### src/hw/rtl/swf_pkg.sv
// swf_pkg: shared types and constants of the sync word finder.
// Used by swf_core, swf_queue and sync_word_finder; depends on nothing.
package swf_pkg;

   // Longest buffer kept; bytes past this count are dropped.
   localparam int MAX_LEN     = 65536;
   localparam int BSEEN_W     = $clog2(MAX_LEN + 1);

   // One word in can cause at most this many result words.
   localparam int RESULTS_MAX = 3;
   localparam int QUEUE_DEPTH = 4;
   localparam int QPTR_W      = $clog2(QUEUE_DEPTH);
   localparam int QCNT_W      = $clog2(QUEUE_DEPTH + 1);
   localparam int RCNT_W      = $clog2(RESULTS_MAX + 1);

   localparam logic [15:0] STD_SYNC       = 16'h4489;
   localparam logic [6:0]  FULL_CONF      = 7'd100;
   localparam logic [15:0] SYNC_RESET     = STD_SYNC;
   localparam logic [10:0] MAX_HITS_RESET = 11'd64;

   // Configuration register indexes.
   localparam logic REG_SYNC_WORD = 1'b0;
   localparam logic REG_MAX_HITS  = 1'b1;

   // Record kinds.
   localparam logic KIND_HIT = 1'b0;
   localparam logic KIND_END = 1'b1;

   // End record status.
   localparam logic STATUS_OK    = 1'b0;
   localparam logic STATUS_SHORT = 1'b1;

   typedef struct packed {
      logic [7:0] data_byte;
      logic       end_of_buffer;
   } req_word_type;

   typedef struct packed {
      logic        kind;
      logic [15:0] hit_offset;
      logic [6:0]  confidence;
      logic        sync_kind;
      logic [10:0] hit_count;
      logic        status;
      logic        last_of_run;
   } rsp_word_type;

   // Result words of one input word, packed to the front, with their count.
   typedef struct packed {
      logic [RCNT_W-1:0]                   count;
      rsp_word_type [RESULTS_MAX-1:0]      recs;
   } rsp_set_type;

   // Confidence of a hit found at a bit shift: 100 minus ten per bit.
   function automatic logic [6:0] shift_conf(input logic [2:0] shift);
      logic [6:0] conf;
      case (shift)
         3'd1:    conf = 7'd90;
         3'd2:    conf = 7'd80;
         3'd3:    conf = 7'd70;
         3'd4:    conf = 7'd60;
         3'd5:    conf = 7'd50;
         3'd6:    conf = 7'd40;
         3'd7:    conf = 7'd30;
         default: conf = FULL_CONF;
      endcase
      return conf;
   endfunction

endpackage

### src/hw/rtl/swf_core.sv
// swf_core: byte history, hit counting, configuration registers and match logic.
// Depends on swf_pkg.
module swf_core (
   input  logic                 clock,
   input  logic                 reset,
   input  logic                 csr_we,
   input  logic                 csr_index,
   input  logic [15:0]          csr_wdata,
   input  logic                 take,
   input  swf_pkg::req_word_type word_in,
   output swf_pkg::rsp_set_type  set_out
);

   logic [15:0]                  sync_word_ff;
   logic [10:0]                  max_hits_ff;
   logic [7:0]                   older_ff, older_in;
   logic [7:0]                   newer_ff, newer_in;
   logic [swf_pkg::BSEEN_W-1:0]  seen_ff, seen_in;
   logic [10:0]                  hits_ff, hits_in;

   logic                         keep;
   logic [23:0]                  window;
   logic                         align1, shift_any, hit1;
   logic [2:0]                   shift_sel;
   logic [10:0]                  hits_a, hits_b;
   logic [7:0]                   older2, newer2;
   logic [swf_pkg::BSEEN_W-1:0]  seen2, off1, off2;
   logic                         hit2, short_buf;
   swf_pkg::rsp_word_type        rec1, rec2, rec_end;
   logic [1:0]                   pos;

   // Configuration registers.
   always_ff @(posedge clock) begin
      if (reset) begin
         sync_word_ff <= swf_pkg::SYNC_RESET;
         max_hits_ff  <= swf_pkg::MAX_HITS_RESET;
      end else if (csr_we) begin
         case (csr_index)
            swf_pkg::REG_SYNC_WORD: sync_word_ff <= csr_wdata;
            swf_pkg::REG_MAX_HITS:  max_hits_ff  <= csr_wdata[10:0];
            default:                ;
         endcase
      end
   end

   // Test at the offset two bytes back, using the new byte for shifts.
   always_comb begin
      keep      = seen_ff < swf_pkg::BSEEN_W'(swf_pkg::MAX_LEN);
      window    = {older_ff, newer_ff, word_in.data_byte};
      align1    = {older_ff, newer_ff} == sync_word_ff;
      shift_any = 1'b0;
      shift_sel = 3'd0;
      for (int s = 7; s >= 1; s--) begin
         if (window[(23 - s) -: 16] == sync_word_ff) begin
            shift_any = 1'b1;
            shift_sel = 3'(s);
         end
      end
      hit1 = keep && (seen_ff >= swf_pkg::BSEEN_W'(2)) && (hits_ff < max_hits_ff)
             && (align1 || shift_any);
      hits_a = hits_ff + 11'(hit1);
      off1   = seen_ff - swf_pkg::BSEEN_W'(2);

      rec1             = '0;
      rec1.kind        = swf_pkg::KIND_HIT;
      rec1.hit_offset  = off1[15:0];
      rec1.confidence  = align1 ? swf_pkg::FULL_CONF : swf_pkg::shift_conf(shift_sel);
      rec1.sync_kind   = align1 ? (sync_word_ff == swf_pkg::STD_SYNC) : 1'b1;
      rec1.hit_count   = hits_a;
      rec1.status      = swf_pkg::STATUS_OK;
      rec1.last_of_run = 1'b0;

      // Advance the history when the byte is kept.
      older2 = keep ? newer_ff : older_ff;
      newer2 = keep ? word_in.data_byte : newer_ff;
      seen2  = keep ? seen_ff + swf_pkg::BSEEN_W'(1) : seen_ff;

      // Final offset: aligned test only.
      short_buf = seen2 < swf_pkg::BSEEN_W'(2);
      off2      = seen2 - swf_pkg::BSEEN_W'(2);
      hit2      = word_in.end_of_buffer && !short_buf && (hits_a < max_hits_ff)
                  && ({older2, newer2} == sync_word_ff);
      hits_b    = hits_a + 11'(hit2);

      rec2             = '0;
      rec2.kind        = swf_pkg::KIND_HIT;
      rec2.hit_offset  = off2[15:0];
      rec2.confidence  = swf_pkg::FULL_CONF;
      rec2.sync_kind   = sync_word_ff == swf_pkg::STD_SYNC;
      rec2.hit_count   = hits_b;
      rec2.status      = swf_pkg::STATUS_OK;
      rec2.last_of_run = 1'b0;

      rec_end             = '0;
      rec_end.kind        = swf_pkg::KIND_END;
      rec_end.hit_count   = short_buf ? 11'd0 : hits_b;
      rec_end.status      = short_buf ? swf_pkg::STATUS_SHORT : swf_pkg::STATUS_OK;
      rec_end.last_of_run = 1'b1;

      // Pack the records to the front in order.
      set_out = '0;
      pos     = 2'd0;
      if (hit1) begin
         set_out.recs[pos] = rec1;
         pos = pos + 2'd1;
      end
      if (hit2) begin
         set_out.recs[pos] = rec2;
         pos = pos + 2'd1;
      end
      if (word_in.end_of_buffer) begin
         set_out.recs[pos] = rec_end;
         pos = pos + 2'd1;
      end
      set_out.count = swf_pkg::RCNT_W'(pos);

      // Drop all buffer state after the end record.
      if (word_in.end_of_buffer) begin
         older_in = '0;
         newer_in = '0;
         seen_in  = '0;
         hits_in  = '0;
      end else begin
         older_in = older2;
         newer_in = newer2;
         seen_in  = seen2;
         hits_in  = hits_a;
      end
   end

   always_ff @(posedge clock) begin
      if (reset) begin
         older_ff <= '0;
         newer_ff <= '0;
         seen_ff  <= '0;
         hits_ff  <= '0;
      end else if (take) begin
         older_ff <= older_in;
         newer_ff <= newer_in;
         seen_ff  <= seen_in;
         hits_ff  <= hits_in;
      end
   end

endmodule

### src/hw/rtl/swf_queue.sv
// swf_queue: small result queue that takes up to three words at once and
// hands out one per cycle while rsp_ready holds. Depends on swf_pkg.
module swf_queue (
   input  logic                  clock,
   input  logic                  reset,
   input  logic                  push,
   input  swf_pkg::rsp_set_type  set_in,
   output logic                  room,
   output logic                  rsp_valid,
   input  logic                  rsp_ready,
   output swf_pkg::rsp_word_type rsp_data
);

   swf_pkg::rsp_word_type [swf_pkg::QUEUE_DEPTH-1:0] entry_ff;
   logic [swf_pkg::QPTR_W-1:0]  head_ff, head_in, tail;
   logic [swf_pkg::QCNT_W-1:0]  count_ff, count_in;
   logic                        pop;
   logic [swf_pkg::RCNT_W-1:0]  n_push;

   assign room      = count_ff <= swf_pkg::QCNT_W'(swf_pkg::QUEUE_DEPTH - swf_pkg::RESULTS_MAX);
   assign rsp_valid = count_ff != '0;
   assign rsp_data  = entry_ff[head_ff];

   always_comb begin
      pop      = rsp_valid && rsp_ready;
      n_push   = push ? set_in.count : '0;
      tail     = head_ff + count_ff[swf_pkg::QPTR_W-1:0];
      head_in  = pop ? head_ff + swf_pkg::QPTR_W'(1) : head_ff;
      count_in = count_ff + swf_pkg::QCNT_W'(n_push) - swf_pkg::QCNT_W'(pop);
   end

   always_ff @(posedge clock) begin
      for (int i = 0; i < swf_pkg::RESULTS_MAX; i++) begin
         if (swf_pkg::RCNT_W'(i) < n_push) begin
            entry_ff[tail + swf_pkg::QPTR_W'(i)] <= set_in.recs[i];
         end
      end
   end

   always_ff @(posedge clock) begin
      if (reset) begin
         head_ff  <= '0;
         count_ff <= '0;
      end else begin
         head_ff  <= head_in;
         count_ff <= count_in;
      end
   end

endmodule

### src/hw/rtl/sync_word_finder.sv
// sync_word_finder: top level of the sync word search over a raw track.
// Depends on swf_pkg, swf_core and swf_queue.
//
//   channel  direction  handshake          payload
//   req_     in         req_valid/ready    req_data  (swf_pkg::req_word_type)
//   rsp_     out        rsp_valid/ready    rsp_data  (swf_pkg::rsp_word_type)
//   csr_     in         csr_we             csr_index, csr_wdata (no read-back)
//
// One word per cycle in. Each word is matched in the cycle it is accepted
// and its zero to three result words land in a four-entry queue, which sends
// one word per cycle while rsp_ready holds; a word that causes one result
// keeps the rate at one per cycle. req_ready drops while the queue holds more
// than one word, so a stalled output backs up the input. Reset is synchronous
// and clears the byte history, counters and queue and restores the registers.
module sync_word_finder (
   input  logic                  clock,
   input  logic                  reset,
   input  logic                  req_valid,
   output logic                  req_ready,
   input  swf_pkg::req_word_type req_data,
   output logic                  rsp_valid,
   input  logic                  rsp_ready,
   output swf_pkg::rsp_word_type rsp_data,
   input  logic                  csr_we,
   input  logic                  csr_index,
   input  logic [15:0]           csr_wdata
);

   logic                 take;
   logic                 room;
   swf_pkg::rsp_set_type set;

   // Accept a word only while the queue can hold a full set of results.
   assign req_ready = room;
   assign take      = req_valid && room;

   // Match the word against the history and build its result words.
   swf_core u_core (
      .clock     (clock),
      .reset     (reset),
      .csr_we    (csr_we),
      .csr_index (csr_index),
      .csr_wdata (csr_wdata),
      .take      (take),
      .word_in   (req_data),
      .set_out   (set)
   );

   // Hold results until the output side takes them.
   swf_queue u_queue (
      .clock     (clock),
      .reset     (reset),
      .push      (take),
      .set_in    (set),
      .room      (room),
      .rsp_valid (rsp_valid),
      .rsp_ready (rsp_ready),
      .rsp_data  (rsp_data)
   );

endmodule

### config.mk
export PLATFORM = sky130hd
export DESIGN_NAME = sync_word_finder
export DESIGN_NICKNAME = d
export VERILOG_FILES = /design/src/hw/rtl/swf_pkg.sv /design/src/hw/rtl/swf_core.sv /design/src/hw/rtl/swf_queue.sv /design/src/hw/rtl/sync_word_finder.sv
export SDC_FILE = /design/constraint.sdc
export NUM_CORES = 1
export LEC_CHECK = 0
export BUFFER_PORTS_ARGS = -buffer_cell sky130_fd_sc_hd__buf_2
export CAP_MARGIN = 10
export CORE_AREA = 2 2 199 240
export CTS_CLUSTER_DIAMETER = 40
export DETAILED_ROUTE_END_ITERATION = 7
export DIE_AREA = 0 0 201 242
export GPL_ROUTABILITY_DRIVEN = 0
export SETUP_SLACK_MARGIN = 0.2
export SLEW_MARGIN = 30
export SYNTH_ARGS = -nofsm -noshare
export SYNTH_HDL_FRONTEND = slang
export SYNTH_HIERARCHICAL = 1
export SYNTH_SLANG_ARGS = --single-unit
### constraint.sdc
create_clock -name clock -period 9.9 [get_ports clock]
set_input_delay 0.99 -clock clock [delete_from_list [all_inputs] [get_ports clock]]
set_output_delay 0.99 -clock clock [all_outputs]
set_load 0.02 [all_outputs]
* Word-level counts from Yosys, hierarchy flattened
Cells that the tools add are included.
** Storage, ports and cells
- Register bits after elaboration :: 228
- Latch bits :: 0
- Memory bits (writable) :: 0
- ROM bits :: 0
- Input bits :: 31
- Output and inout port bits :: 40
- Word-level logic and storage cells :: 158
- Memories kept :: 0
** Operators by class
- Add/sub/neg operators :: 13
- Multiply operators :: 0
- Divide/modulo/power cells :: 0
- Magnitude comparators :: 20
- Equal/unequal tests :: 17
- Shifts and indexed selects :: 0
- Multiplexer cells :: 53
- Bitwise logic cells :: 1
- Reductions and logical operators :: 18
** Operator list (count)
- $bwmux 152 :: 3
- $mux 152 :: 3
- $demux 38 s2 :: 5
- $bwmux 114 :: 2
- $mux 114 :: 2
- $mux 38 :: 6
- $eq 16x16->1 :: 9
- $bmux 38 s2 :: 1
- $pmux 7 s7 :: 1
- $mux 37 :: 1
- $mux 17 :: 2
- $mux 8 :: 4
- $sub 16x2->16 const B :: 2
- $add 11x1->11 :: 2
- $lt 11x11->1 :: 2
- $mux 11 :: 2
- $mux 3 :: 7
- $add 17x1->17 const B :: 1
- $ge 17x2->1 const B :: 1
- $lt 17x17->1 const B :: 1
- $lt 17x2->1 const B :: 1
- $eq 16x15->1 const B :: 1
- $lt 2x3->1 const B :: 5
- $logic_and 1x1->1 :: 13
- other kinds (23) :: 45

* Depth between registers and ports, before layout
- Word-level depth :: 27
- Gate-level depth with buffers :: 33
- Gate-level depth less buffers :: 33

* Cells and area by module
The synthesis kept the hierarchy.
** By module, submodules not included
- swf_core :: instances 1, cells each 1101, area each 8149.1 um^2, sequential area each 1421.4 um^2
- swf_queue :: instances 1, cells each 819, area each 7905.1 um^2, sequential area each 3143.0 um^2
- sync_word_finder :: instances 1, cells each 1, area each 6.3 um^2, sequential area each 0.0 um^2

* Worst setup path before layout
OpenSTA, ideal clock, no wires.
- Path type :: input to register
- Start point :: input port req_data[5] in the netlist's numbering
- End point :: register u_queue/entry_ff[101] in the netlist's numbering
- Setup time :: 0.095 ns
- Arrival :: 7.035 ns
- Required time :: 9.805 ns
- Slack :: 2.770 ns
- Stages on the path :: 31
- Buffers on the path :: 3
- Cell sequence :: clkbuf_1 > xnor2_1 > nand4_1 > nor4_2 > nor4_1 > and4b_4 > nor2_4 > ha_1 > ha_1 > nand4_1 > nor2_1 > and3_1 > xnor2_1 > inv_1 > ha_1 > nor2b_1 > o21ai_0 > a2111oi_0 > nand3_1 > nor3_4 > nand2_4 > ha_1 > nand2_1 > inv_1 > a2111oi_1 > nand2_1 > clkbuf_1 > buf_2 > o22ai_1 > mux2i_1 > a221oi_1
** RTL lines
- start: declaration :: RTL line sync_word_finder.sv:20 : input swf_pkg::req_word_type req_data,
- end signal: indexed assignment :: RTL line swf_queue.sv:35 : entry_ff[tail + swf_pkg::QPTR_W'(i)] <= set_in.recs[i];
- end: declaration :: RTL line swf_queue.sv:14 : swf_pkg::rsp_word_type [swf_pkg::QUEUE_DEPTH-1:0] entry_ff;

==> flow_summary.toml <==
[floorplan]
fp.dieW_um = 201
std_cell_rows = 87
start_util_pct = 34.6
core-area_mm2 = 0.0465
ioPinCount = 71
dieArea_mm2 = 0.0486
die_y_um = 242

[logic_synthesis]
yosysWarnings = 6
synth_edf_count = 0
synth.distinct_cells = 80
synth_async_sr_flop_share_pct = 0
syn-cell-area_mm2 = 0.0161
synthFlopType = "dfxtp_1"
ys_ff_latch = 228
ys_seq_area_share_pct = 28.4
synth_cells = 1921
avgSynthCellArea_um2 = 8.36

[cts]
cts_htree_levels = 2
cts_root_buf = "clkbuf_16"
cts_buffers = 40
post_cts_buffers = 0
cts_tree = "built"
hold_buffers = 0
ctsResizeCount = 0
clock_latency_ns = 0.57
clk_pin_slew_ns = 0.06
cts_sinks = 228
clockBufferDepth = 3

[final_layout]
drive_above_1_share_pct = 13.3
finalNonFillerCells = 2532
regArea_mm2 = 0.00457
layout_commonest_cell = "dfxtp_1"
final_nets = 1951
multi_input_area_mm2 = 0.0103
final_area_mm2 = 0.0179
fillers = 4690
final_cell_mix = "dfxtp_1 (226), nor2_1 (179), o22ai_1 (173)"
area_delta_synth_final_pct = 11.4
antenna_cells = 0

[detailed_routing]
vias = 14811
drtIter0Drc = 1376
antenna_left = 0
viasPerCell = 5.85
drt-met1-wl_um = 22500
routed_wl_um = 53200
dr.pass1.iters = 6
wl_met3_um = 3980
drc_errors = 0
wl_met2_um = 25300
wl_per_cell_um = 21.0
routed.top_layer = "met5"

[min_path]
hold_depth = 2
hp-class = "reg -> reg"
worstHoldStart = "u_core/max_hits_ff[2]"

[place]
place_area_mm2 = 0.0165
dp_cells = 2458
hpwl_um = 34700
pre_cts_ws_ns = 0.932
io_buffer_count = 70

[power]
powerDensity_mw_per_mm2 = 209
pwr-share-clk_pct = 38.6
switchingPower_uw = 1240
ir_drop_uv = 136
internal_power_uw = 2500
swShare_pct = 33.2
seq_power_share_pct = 33.4
p_leak_uw = 0.00674
comb_power_share_pct = 28.0

[timing]
hold_viol = 0
min_period_ns = 8.92
rsz0062_at_grt = "false"
fin_hold_ws_ns = 0.458
setup_viol = 0
clock_skew_ns = 0.0219
layout_setup_ws_ns = 0.978
worstMarginPinSlew_ns = 0.999
max_freq_mhz = 112
finalCritPeriodShare_pct = 90.1
drv_slew = 0
finalSetupTns_ns = 0
relSlewSlack_pct = 33.4

[run]
cap_violations = 0

[global_routing]
grt_max_degree = 77
grt_pass1_wl_um = 83700
overflow = 0
grt_antenna_before_repair = 1
grt_usage_pct = 21.4
grt_pass1_vias = 14436

[worst_setup_path]
critical_path_class = "reg -> reg"
critPathLaunch = "u_core/sync_word_ff[8]"
path_common_cell = "ha_1"
critPathArrivalTime_ns = 9.39
r2r-start = "u_core/sync_word_ff[8]"
required_ns = 10.37
critPathSlowestCell = "dfxtp_1"
max_stage_delay_ns = 0.82
critPathMaxFanout = 23
rr_worst_depth = 28
cp-end-kind = "register"
cp-start-kind = "register"

[outcome]
status = "finished clean"
metrics by stage:
stage / utilization (%) / total power (µW)
global placement: 35.5 / 2280
global route: 38.5 / 3920
finish: 38.5 / 3740
floorplan: - / 2020
CTS: 38.5 / 3760
detailed placement: 35.5 / 2300
layout make-up:
type	instances	area share, %
well taps	623	4.36
inverters	84	1.76
repair buffers	94	3.10
flip-flops and latches	228	25.5
multi-input cells	1429	57.4
clock inverters	25	1.82
clock buffers	49	6.00
registers in the layout, summed over array words and instances (netlist names):
signal               count
u_queue/head_ff          2
u_core/newer_ff          8
u_queue/count_ff         3
u_core/older_ff          8
u_core/max_hits_ff      11
u_core/hits_ff          11
u_queue/entry_ff       152
u_core/sync_word_ff     16
u_core/seen_ff          17
metal layers:
layer	vias up	track usage [%]
met4	2	9.11
met3	103	3.40
li1	6874	-
met1	7206	27.1
met2	626	35.9
met5	-	0
power groups by stage:
| stage | clock network (µW) | logic [µW] | registers (µW) |
|---|---|---|---|
| 2_1_floorplan | 0 | 820 | 1200 |
| 3_3_place_gp | 0 | 1020 | 1260 |
| 3_5_place_dp | 0 | 1040 | 1260 |
| 4_1_cts | 1480 | 1040 | 1240 |
| 5_1_grt | 1510 | 1140 | 1270 |
| 6_report | 1450 | 1050 | 1250 |
worst paths after layout:
kind                                               to  slack, ns
worst max-delay path            u_queue/entry_ff[103]       0.98
worst min-delay path            u_core/max_hits_ff[2]       0.46
worst max register to register  u_queue/entry_ff[103]       0.98
worst min register to register  u_core/max_hits_ff[2]       0.46
logic make-up (layout without fill, tap and decap cells):
group           Yosys count  after routing  share of synthesized area [%]
other cells               1             29                         0.0233
mux                     132            132                           11.2
fa+ha+maj                43             43                           3.40
buf+inv                 292            252                           8.65
simple gates            503            503                           15.7
xor+xnor                206            206                           11.4
flops                   228            228                           28.4
compound gates          516            516                           21.2
worst max-delay path: cells and delay by family, from the launching register on:
kind                       cells  cell delay [ns]
DFF                            1             0.82
AOI/OAI and AO/OA              6             2.32
xor gates and xnor gates       2             0.34
and+or+nand+nor               13             3.69
muxes                          1             0.16
adders and majority gates      4             1.04
buffers and inverters          2             0.44
Yosys cell counts, types with 55 or more instances:
master / number / share of area [%]
a21oi_1: 61 / 1.9
a221oi_1: 77 / 4.2
clkbuf_1: 93 / 2.2
dfxtp_1: 228 / 28
inv_1: 82 / 1.9
mux2i_1: 91 / 5.7
nand2_1: 109 / 2.5
nor2_1: 179 / 4.2
o21ai_0: 99 / 3.1
o22ai_1: 173 / 6.7
xnor2_1: 149 / 8.1
xor2_1: 55 / 3.0
(Power assumes the default switching activity.)
